File: src/hw/rtl/lkcr_pkg.sv
// lkcr_pkg: shared constants, types and arithmetic helpers for the keystream
// character rotator. No dependencies.
package lkcr_pkg;

  localparam int LKCR_GEN_W   = 17;
  localparam int LKCR_BYTE_W  = 8;
  localparam int LKCR_KEY_W   = 7;
  localparam int LKCR_ADDR_W  = 3;
  localparam int LKCR_DATA_W  = 32;

  localparam logic [LKCR_GEN_W-1:0]  LKCR_SEED_RST = 17'd1;
  localparam logic [LKCR_GEN_W-1:0]  LKCR_MOD      = 17'd65537;
  localparam logic [LKCR_GEN_W-1:0]  LKCR_GEN_MAX  = 17'd65536;
  localparam logic [23:0]            LKCR_MULT     = 24'd75;
  localparam logic [LKCR_BYTE_W-1:0] LKCR_BASE     = 8'd32;
  localparam logic [LKCR_BYTE_W-1:0] LKCR_TOP      = 8'd127;
  localparam logic [LKCR_BYTE_W-1:0] LKCR_SPAN     = 8'd96;
  // floor(x/3) = (x * 5462) >> 14 for any 12-bit x
  localparam logic [25:0]            LKCR_RECIP3   = 26'd5462;

  typedef enum logic {
    LKCR_REG_SEED = 1'b0,
    LKCR_REG_MODE = 1'b1
  } lkcr_reg_t;

  typedef struct packed {
    logic [LKCR_GEN_W-1:0] seed;
    logic                  decrypt;
  } lkcr_cfg_t;

  // one generator step: v*75 mod 65537 by folding the high part
  function automatic logic [LKCR_GEN_W-1:0] lkcr_advance(input logic [LKCR_GEN_W-1:0] v);
    logic [23:0] p;
    logic [15:0] lo;
    logic [7:0]  hi;
    p  = {7'd0, v} * LKCR_MULT;
    lo = p[15:0];
    hi = p[23:16];
    if (lo >= {8'd0, hi}) begin
      return {1'b0, lo} - {9'd0, hi};
    end else begin
      return {1'b0, lo} + LKCR_MOD - {9'd0, hi};
    end
  endfunction

  // r mod 96: low five bits pass, the rest is reduced mod 3
  function automatic logic [LKCR_KEY_W-1:0] lkcr_mod96(input logic [LKCR_GEN_W-1:0] r);
    logic [11:0] x;
    logic [25:0] prod;
    logic [11:0] q;
    logic [11:0] rem;
    x    = r[16:5];
    prod = {14'd0, x} * LKCR_RECIP3;
    q    = prod[25:14];
    rem  = x - ({q[10:0], 1'b0} + q);
    return {rem[1:0], r[4:0]};
  endfunction

  function automatic logic [LKCR_BYTE_W-1:0] lkcr_rotate(input logic [LKCR_BYTE_W-1:0] b,
                                                         input logic [LKCR_KEY_W-1:0]  k,
                                                         input logic                   dec);
    logic [LKCR_BYTE_W-1:0] off;
    logic [LKCR_BYTE_W-1:0] s;
    off = b - LKCR_BASE;
    if (dec) begin
      s = off + LKCR_SPAN - {1'b0, k};
    end else begin
      s = off + {1'b0, k};
    end
    if (s >= LKCR_SPAN) begin
      s = s - LKCR_SPAN;
    end
    if ((b < LKCR_BASE) || (b > LKCR_TOP)) begin
      return b;
    end else begin
      return s + LKCR_BASE;
    end
  endfunction

endpackage

File: src/hw/rtl/lkcr_regs.sv
// lkcr_regs: configuration register file behind the register bus port.
// Depends on lkcr_pkg.
module lkcr_regs (
  input  logic                            clk,
  input  logic                            rst_n,
  input  logic                            psel,
  input  logic                            penable,
  input  logic                            pwrite,
  input  logic [lkcr_pkg::LKCR_ADDR_W-1:0] paddr,
  input  logic [lkcr_pkg::LKCR_DATA_W-1:0] pwdata,
  output logic [lkcr_pkg::LKCR_DATA_W-1:0] prdata,
  output logic                            pready,
  output lkcr_pkg::lkcr_cfg_t             cfg
);
  import lkcr_pkg::*;

  logic [LKCR_GEN_W-1:0] seed_r;
  logic                  mode_r;
  logic                  wr_en;
  lkcr_reg_t             reg_sel;

  assign pready  = 1'b1;
  assign wr_en   = psel && penable && pwrite && pready;
  // only address bit 2 selects a register; other bits are ignored
  assign reg_sel = lkcr_reg_t'(paddr[2]);

  always_ff @(posedge clk) begin
    if (!rst_n) begin
      seed_r <= LKCR_SEED_RST;
      mode_r <= 1'b0;
    end else if (wr_en) begin
      unique case (reg_sel)
        LKCR_REG_SEED: seed_r <= pwdata[LKCR_GEN_W-1:0];
        LKCR_REG_MODE: mode_r <= pwdata[0];
        default: ;
      endcase
    end
  end

  always_comb begin
    unique case (reg_sel)
      LKCR_REG_SEED: prdata = {{(LKCR_DATA_W-LKCR_GEN_W){1'b0}}, seed_r};
      LKCR_REG_MODE: prdata = {{(LKCR_DATA_W-1){1'b0}}, mode_r};
      default:       prdata = '0;
    endcase
  end

  assign cfg.seed    = seed_r;
  assign cfg.decrypt = mode_r;

endmodule

File: src/hw/rtl/lkcr_pipe.sv
// lkcr_pipe: three-stage byte pipeline (input register, generator step,
// rotation into the result register). Depends on lkcr_pkg.
module lkcr_pipe (
  input  logic                             clk,
  input  logic                             rst_n,
  input  lkcr_pkg::lkcr_cfg_t              cfg,
  input  logic                             in_tvalid,
  output logic                             in_tready,
  input  logic [lkcr_pkg::LKCR_BYTE_W-1:0] in_tdata,
  input  logic                             in_tuser,
  output logic                             out_tvalid,
  input  logic                             out_tready,
  output logic [lkcr_pkg::LKCR_BYTE_W-1:0] out_tdata
);
  import lkcr_pkg::*;

  logic                   s1_valid_r;
  logic [LKCR_BYTE_W-1:0] s1_byte_r;
  logic                   s1_first_r;
  logic                   s2_valid_r;
  logic [LKCR_BYTE_W-1:0] s2_byte_r;
  logic                   out_valid_r;
  logic [LKCR_BYTE_W-1:0] out_data_r;
  logic [LKCR_GEN_W-1:0]  gen_r;
  logic [LKCR_GEN_W-1:0]  gen_nxt;
  logic [LKCR_BYTE_W-1:0] out_data_nxt;

  logic out_free;
  logic s2_adv;
  logic s2_free;
  logic s1_adv;
  logic s1_free;
  logic in_xfer;

  assign out_free  = !out_valid_r || out_tready;
  assign s2_adv    = s2_valid_r && out_free;
  assign s2_free   = !s2_valid_r || s2_adv;
  assign s1_adv    = s1_valid_r && s2_free;
  assign s1_free   = !s1_valid_r || s1_adv;
  assign in_tready = s1_free;
  assign in_xfer   = in_tvalid && in_tready;

  // generator steps once per byte, reloaded from the seed on a first byte
  assign gen_nxt      = lkcr_advance(s1_first_r ? cfg.seed : gen_r);
  assign out_data_nxt = lkcr_rotate(s2_byte_r, lkcr_mod96(gen_r), cfg.decrypt);

  always_ff @(posedge clk) begin
    if (!rst_n) begin
      s1_valid_r  <= 1'b0;
      s2_valid_r  <= 1'b0;
      out_valid_r <= 1'b0;
      gen_r       <= LKCR_SEED_RST;
    end else begin
      if (s1_free) begin
        s1_valid_r <= in_tvalid;
      end
      if (s2_free) begin
        s2_valid_r <= s1_valid_r;
      end
      if (out_free) begin
        out_valid_r <= s2_valid_r;
      end
      if (s1_adv) begin
        gen_r <= gen_nxt;
      end
    end
  end

  always_ff @(posedge clk) begin
    if (in_xfer) begin
      s1_byte_r  <= in_tdata;
      s1_first_r <= in_tuser;
    end
    if (s1_adv) begin
      s2_byte_r <= s1_byte_r;
    end
    if (s2_adv) begin
      out_data_r <= out_data_nxt;
    end
  end

  assign out_tvalid = out_valid_r;
  assign out_tdata  = out_data_r;

`ifndef SYNTH
  a_gen_range: assert property (@(posedge clk) disable iff (!rst_n)
    s1_adv |=> (gen_r <= LKCR_GEN_MAX))
    else $error("generator left its range after a step");

  a_gen_hold: assert property (@(posedge clk) disable iff (!rst_n)
    !s1_adv |=> $stable(gen_r))
    else $error("generator moved without a byte");

  a_passthru: assert property (@(posedge clk) disable iff (!rst_n)
    (s2_adv && ((s2_byte_r < LKCR_BASE) || (s2_byte_r > LKCR_TOP)))
      |=> (out_data_r == $past(s2_byte_r)))
    else $error("byte outside printable range was altered");

  a_stall_src: assert property (@(posedge clk) disable iff (!rst_n)
    !in_tready |-> (s1_valid_r && s2_valid_r && out_valid_r))
    else $error("input stalled with a free stage");
`endif

endmodule

File: src/hw/rtl/lehmer_keystream_char_rotator.sv
// lehmer_keystream_char_rotator: top level, register port plus byte pipeline.
// Depends on lkcr_pkg, lkcr_regs and lkcr_pipe.
//
//   channel   direction  handshake             payload
//   in_*      sink       in_tvalid/in_tready   tdata: data_in; tuser: first
//   out_*     source     out_tvalid/out_tready tdata: data_out
//   p*        register   psel/penable/pready   seed at 0x0, mode at 0x4
//
// one byte per cycle sustained while out_tready is high; a byte travels to
// result valid via input register, generator step and rotation register
// the generator register is the only loop: it steps once per byte
// reset is synchronous; seed resets to 1, mode to encrypt, pipeline empty
// a stalled output backs up through all three stages before in_tready drops
module lehmer_keystream_char_rotator (
  input  logic                             clk,
  input  logic                             rst_n,
  // bits [7:0] data_in
  input  logic [lkcr_pkg::LKCR_BYTE_W-1:0] in_tdata,
  // bit [0] first
  input  logic                             in_tuser,
  input  logic                             in_tvalid,
  output logic                             in_tready,
  // bits [7:0] data_out
  output logic [lkcr_pkg::LKCR_BYTE_W-1:0] out_tdata,
  output logic                             out_tvalid,
  input  logic                             out_tready,
  input  logic                             psel,
  input  logic                             penable,
  input  logic                             pwrite,
  input  logic [lkcr_pkg::LKCR_ADDR_W-1:0] paddr,
  input  logic [lkcr_pkg::LKCR_DATA_W-1:0] pwdata,
  output logic [lkcr_pkg::LKCR_DATA_W-1:0] prdata,
  output logic                             pready
);
  import lkcr_pkg::*;

  lkcr_cfg_t cfg;

  lkcr_regs u_regs (
    .clk     (clk),
    .rst_n   (rst_n),
    .psel    (psel),
    .penable (penable),
    .pwrite  (pwrite),
    .paddr   (paddr),
    .pwdata  (pwdata),
    .prdata  (prdata),
    .pready  (pready),
    .cfg     (cfg)
  );

  lkcr_pipe u_pipe (
    .clk        (clk),
    .rst_n      (rst_n),
    .cfg        (cfg),
    .in_tvalid  (in_tvalid),
    .in_tready  (in_tready),
    .in_tdata   (in_tdata),
    .in_tuser   (in_tuser),
    .out_tvalid (out_tvalid),
    .out_tready (out_tready),
    .out_tdata  (out_tdata)
  );

endmodule
File: config.mk
export PLATFORM = sky130hd
export DESIGN_NAME = lehmer_keystream_char_rotator
export DESIGN_NICKNAME = d
export VERILOG_FILES = /design/src/hw/rtl/lkcr_pkg.sv /design/src/hw/rtl/lkcr_regs.sv /design/src/hw/rtl/lkcr_pipe.sv /design/src/hw/rtl/lehmer_keystream_char_rotator.sv
export SDC_FILE = /design/constraint.sdc
export NUM_CORES = 1
export LEC_CHECK = 0
export BUFFER_PORTS_ARGS = -buffer_cell sky130_fd_sc_hd__buf_2
export CORE_MARGIN = 2
export CORE_UTILIZATION = 57
export DETAILED_ROUTE_END_ITERATION = 6
export PLACE_DENSITY = 0.83
export SYNTH_ARGS = -nofsm -noshare
export SYNTH_HDL_FRONTEND = slang
export SYNTH_HIERARCHICAL = 1
export SYNTH_SLANG_ARGS = --single-unit
File: constraint.sdc
create_clock -name clk -period 11.73 [get_ports clk]
set_input_delay 2.9325 -clock clk [delete_from_list [all_inputs] [get_ports clk]]
set_output_delay 2.9325 -clock clk [all_outputs]
set_load 0.005 [all_outputs]
==> results of run 1 <==
[cell type report]
| cell class | count | area, um2 | share of cell area [%] |
|---|---|---|---|
| Sequential cell | 63 | 1510 | 15.0 |
| Tap cell | 216 | 270 | 2.68 |
| Inverter | 200 | 751 | 7.45 |
| Timing Repair Buffer | 63 | 323 | 3.20 |
| Multi-Input combinational cell | 787 | 6890 | 68.4 |
| Clock buffer | 9 | 225 | 2.24 |
| Clock inverter | 7 | 103 | 1.02 |
[layer usage]
metal | global-route usage (%) | up-vias | part of all wire [%]
met5 | 0 | - | 0
met4 | 9.12 | 0 | 2.5
met3 | 2.23 | 34 | 3.1
met2 | 44.0 | 161 | 50
met1 | 30.7 | 3607 | 44
li1 | - | 3688 | -
[path summary, 6_finish.rpt]
check	depth (start not counted)	slack [ps]	end
hold / removal	0	420	u_pipe/s2_byte_r[7]
hold reg to reg	0	420	u_pipe/s2_byte_r[7]
setup / recovery	33	2900	u_pipe/out_tdata[7]
setup reg to reg	33	2900	u_pipe/out_tdata[7]
[through the flow]
step	instance area, um2	instances
global route	10100	1345
CTS	10100	1345
detailed placement	9750	1329
finish	10100	1345
floorplan	9410	1089
global placement	9750	1329
[cells in the mapped netlist (17+ instances only)]
cell type	number	area share, %
xnor2_1	37	3.5
a21oi_1	47	2.5
dfxtp_1	38	8.1
fa_1	60	13
nand3_1	20	1.1
nor2_1	43	1.7
xor2_1	22	2.1
a211oi_1	17	1.4
o21ai_0	47	2.5
buf_4	18	1.4
nor2b_1	28	1.9
mux2i_1	33	3.5
edfxtp_1	25	8.0
ha_1	172	23
nand2_1	79	3.2
inv_1	200	8.0
nor3_1	22	1.2
[worst max-delay path: cells and delay by family (launching register included)]
family          cells  cell delay (ps)
fa+ha+maj           9             3400
simple gates       10             2390
compound gates      7             1160
xor+xnor            5             1060
flops               1              560
buf+inv             2              100
[flip-flops by register name, indices dropped and copies added, names as in the netlist]
name / count
u_pipe/gen_r: 17
u_pipe/out_tdata: 8
u_pipe/out_tvalid: 1
u_pipe/s1_byte_r: 8
u_pipe/s1_first_r: 1
u_pipe/s1_valid_r: 1
u_pipe/s2_byte_r: 8
u_pipe/s2_valid_r: 1
u_regs/mode_r: 1
u_regs/seed_r: 17
[placed cells by master (no fill, tap or decap), types with 3 or more instances in the layout]
cell type and count:
ha_1 172, conb_1 16, nand3_1 20, nor2b_1 28, mux2_2 11, nand2b_1 4
nor3_1 22, o221ai_1 3, a21boi_0 4, and4b_1 3, nand4_1 4, xnor2_1 37
dfxtp_1 38, o21a_1 5, nand2_1 79, and3_1 5, buf_4 3, clkbuf_16 9
a21o_1 9, nor2_1 43, and2_1 4, edfxtp_1 25, inv_6 3, o211ai_1 7
o21ai_0 47, a21oi_1 47, inv_1 200, nand3b_1 5, xor2_1 22, o31ai_1 6
a211oi_1 17, a31oi_1 10, and2b_2 6, or2_2 7, fa_1 60, mux2i_1 33
a2111oi_0 3, buf_2 60, or4_1 3
[kinds of logic (layout without fill, tap and decap cells)]
group	count (synthesis)	after routing	share of synthesized area, %
xor+xnor	59	59	5.52
buf+inv	239	279	10.8
flops	63	63	16.2
simple gates	246	246	13.3
mux	45	45	4.97
fa+ha+maj	232	232	35.8
compound gates	189	189	13.3
other cells	2	16	0.0803
==> flow_summary.json, run 1 <==
{
  "place_ws_ps": 2970,
  "rr_startpoint": "u_pipe/gen_r[8]",
  "slowest_stage": "dfxtp_1",
  "hold_ws_ps": 419,
  "antenna_found_initial": 0,
  "critPathLaunchType": "flop",
  "yosysWarnings": 6,
  "start_util_pct": 58.7,
  "chipWidth_um": 132,
  "run_status": "finished clean",
  "crit_type": "flop to flop",
  "io_pins": 94,
  "fp.dieH_um": 132,
  "die-area_um2": 17500,
  "setup_viol": 0,
  "cpPeakStageDelay_ps": 560,
  "arrival_ps": 9030,
  "critPathMaxFanout": 9,
  "post-cts-setup-buffers": 0,
  "ant_nets": 0,
  "drc": 0,
  "drt_wl_total_um": 20800,
  "setup_ws_ps": 2900,
  "grt_pass1_vias": 7660,
  "dp_hpwl_um": 16800,
  "max_cap_viol_count": 0,
  "yosysSeqAreaShare_pct": 16.2,
  "ys_seq_elements": 63,
  "nFillCells": 1322,
  "grtUsageTotal_pct": 24.5,
  "tns_ps": 0,
  "timing_hold_violations_final": 0,
  "rows": 46,
  "antenna_cells": 0,
  "synth_cell_type_count": 72,
  "worst_slew_margin_rel_pct": 26.4,
  "finalWorstPathRequiredPeriod_ps": 8830,
  "synth_edf_count": 25,
  "wl_per_cell_um": 15.5,
  "layout.nets": 1407,
  "core-area_um2": 15900,
  "overflow": 0,
  "synth_ff_type": "dfxtp_1",
  "drtIter0Drc": 479,
  "area_growth_pct": 7.66,
  "postCtsHoldBufs": 0,
  "rsz0062_at_grt": "no",
  "async_reset_ff_share_pct": 0,
  "fin_util_pct": 63.2,
  "tightest_slew_ps": 1100,
  "clockBufferDepth": 2,
  "clock.fmax_ghz": 0.113,
  "cp-startpoint": "u_pipe/gen_r[8]",
  "path_clk_slew_ps": 60,
  "post_cts_resized": 0,
  "drv_slew": 0,
  "vias": 7490,
  "worstPathRequired_ps": 11930,
  "post_synth.cell_area_avg_um2": 8.70,
  "port_buffers": 60,
  "viasPerCell": 5.57,
  "hold_class": "flop to flop",
  "cp-end-kind": "flop",
  "grt_pass1_wl_um": 35300,
  "cts_made_buffers": 9,
  "h-tree-depth": 3,
  "firstDrtPassIters": 5,
  "synth_area_um2": 9360,
  "cts_sinks": 63,
  "grt_max_degree": 54,
  "min_from": "u_pipe/s1_byte_r[7]",
  "critPathMostFrequentCell": "ha_1",
  "drive_above_1_share_pct": 10.0,
  "skew_ps": 6.03,
  "clk_latency_ps": 330,
  "place_congestion": 0.911,
  "tritoncts": "done",
  "clockRootBuffer": "clkbuf_16",
  "period_share_pct": 75.2,
  "netlist_instances": 1075
}
Power of run 1 is left out: the tool's default activity adds up to more than one toggle a clock period on the data nets, which glitch-free logic cannot reach.
==> run 2: changes to the inputs <==
Clock period 11.73 ns to 8.5 ns, I/O delays scaled along.
==> run 2 against run 1 <==
Effect of this change:
- via count up 2.3%
- wire length is 6.6% higher
- register-to-register slack worse by 2600 ps
- highest routed layer unchanged
==> flow_summary.json, run 2 (synthesized netlist as in run 1, its figures left out) <==
{
  "nFillCells": 1250,
  "layout.nets": 1423,
  "hold_class": "flop to flop",
  "cpPeakStageDelay_ps": 530,
  "overflow": 0,
  "firstDrtPassIters": 5,
  "run_status": "finished clean",
  "worst_slew_margin_rel_pct": 27.6,
  "drt_wl_total_um": 22200,
  "arrival_ps": 8410,
  "area_growth_pct": 10.8,
  "h-tree-depth": 3,
  "rows": 46,
  "dp_hpwl_um": 17400,
  "critPathMostFrequentCell": "xnor2_1",
  "critPathLaunchType": "flop",
  "start_util_pct": 58.7,
  "setup_viol": 0,
  "antenna_found_initial": 0,
  "drc": 0,
  "hold_ws_ps": 421,
  "cp_top_family": "adder cells",
  "drv_slew": 0,
  "vias": 7664,
  "reg.largest.list": "u_pipe/gen_r x17, u_regs/seed_r x17",
  "ant_nets": 0,
  "viasPerCell": 5.63,
  "worstPathRequired_ps": 8700,
  "die-area_um2": 17500,
  "finalWorstPathRequiredPeriod_ps": 8210,
  "layout.cells.most_common": "inv_1",
  "path_clk_slew_ps": 60,
  "clockBufferDepth": 2,
  "io_pins": 94,
  "cts_sinks": 63,
  "grt_pass1_vias": 7705,
  "core-area_um2": 15900,
  "drtIter0Drc": 474,
  "tritoncts": "done",
  "skew_ps": 6.15,
  "cts_made_buffers": 9,
  "slowest_stage": "fa_1",
  "grt_max_degree": 54,
  "fp.dieH_um": 132,
  "grtUsageTotal_pct": 25.5,
  "port_buffers": 60,
  "crit_buf_inv": 5,
  "period_share_pct": 96.6,
  "cp-end-kind": "flop",
  "place_congestion": 0.898,
  "clk_latency_ps": 330,
  "crit_type": "flop to flop",
  "timing_hold_violations_final": 0,
  "final_cell_mix": "inv_1 (200), ha_1 (162), nand2_1 (79)",
  "max_cap_viol_count": 0,
  "tightest_slew_ps": 1090,
  "drive_above_1_share_pct": 14.1,
  "antenna_cells": 0,
  "clock.fmax_ghz": 0.122,
  "chipWidth_um": 132,
  "critPathMaxFanout": 6,
  "grt_pass1_wl_um": 36100,
  "clockRootBuffer": "clkbuf_16",
  "postCtsHoldBufs": 0,
  "wl_per_cell_um": 16.3
}
==> run 2: cell types whose count changed in the layout (fill, tap and decap cells not counted), sizes merged <==
cell / previous run / this run
clkinv: 1 / 2
bufinv: 2 / 1
buf: 63 / 79
==> run 2: routing by layer <==
metal	up-vias	global-route usage, %	wire (um)
li1	3728	-	-
met1	3674	30.3	9410
met2	202	46.3	11200
met3	60	3.69	911
met4	0	9.96	717
met5	-	0	0
==> run 2: per-stage QoR <==
| step | cells | util, % | area [um2] | setup slack [ps] | TNS [ps] |
|---|---|---|---|---|---|
| after detailed placement | 1340 | 61.7 | 9830 | 198 | 0 |
| after global placement | 1340 | 61.7 | 9830 | 442 | 0 |
| after CTS | 1356 | 63.6 | 10100 | 124 | 0 |
| after floorplan | 1089 | - | 9410 | 463 | 0 |
| after global routing | 1361 | 65.0 | 10400 | -166 | -166 |
| final | 1361 | 65.0 | 10400 | 289 | 0 |
==> run 2: path summary, 6_finish.rpt <==
check | start | endpoint | slack [ps] | cells past startpoint
worst max-delay path | u_pipe/gen_r[8] | u_pipe/out_tdata[7] | 290 | 36
worst min register to register | u_pipe/s1_byte_r[2] | u_pipe/s2_byte_r[2] | 420 | 0
worst min-delay path | u_pipe/s1_byte_r[2] | u_pipe/s2_byte_r[2] | 420 | 0
worst max register to register | u_pipe/gen_r[8] | u_pipe/out_tdata[7] | 290 | 36
==> run 2: worst register-to-register path: cells and delay by family, from the launching register on <==
kind	cells	cell delay (ps)
AOI/OAI and AO/OA	8	1160
xor gates and xnor gates	5	820
adders and majority gates	9	2910
buffers and inverters	5	570
DFF	1	340
and+or+nand+nor	9	2270
==> run 2: timing repair <==
item	4_1_cts	5_1_grt
setup endpoints to repair	0	2
resized for setup	0	43
buffers inserted	0	5
==> run 2: final cells by class <==
type	count	area, um2	area share (%)
multi-input combinational	787	7070	68.2
sequential	63	1530	14.7
inverter	200	751	7.24
timing repair buffer	79	443	4.27
tap	216	270	2.61
clock buffer	9	225	2.17
clock inverter	7	80.1	0.773
Power of run 2 is left out for the same reason.
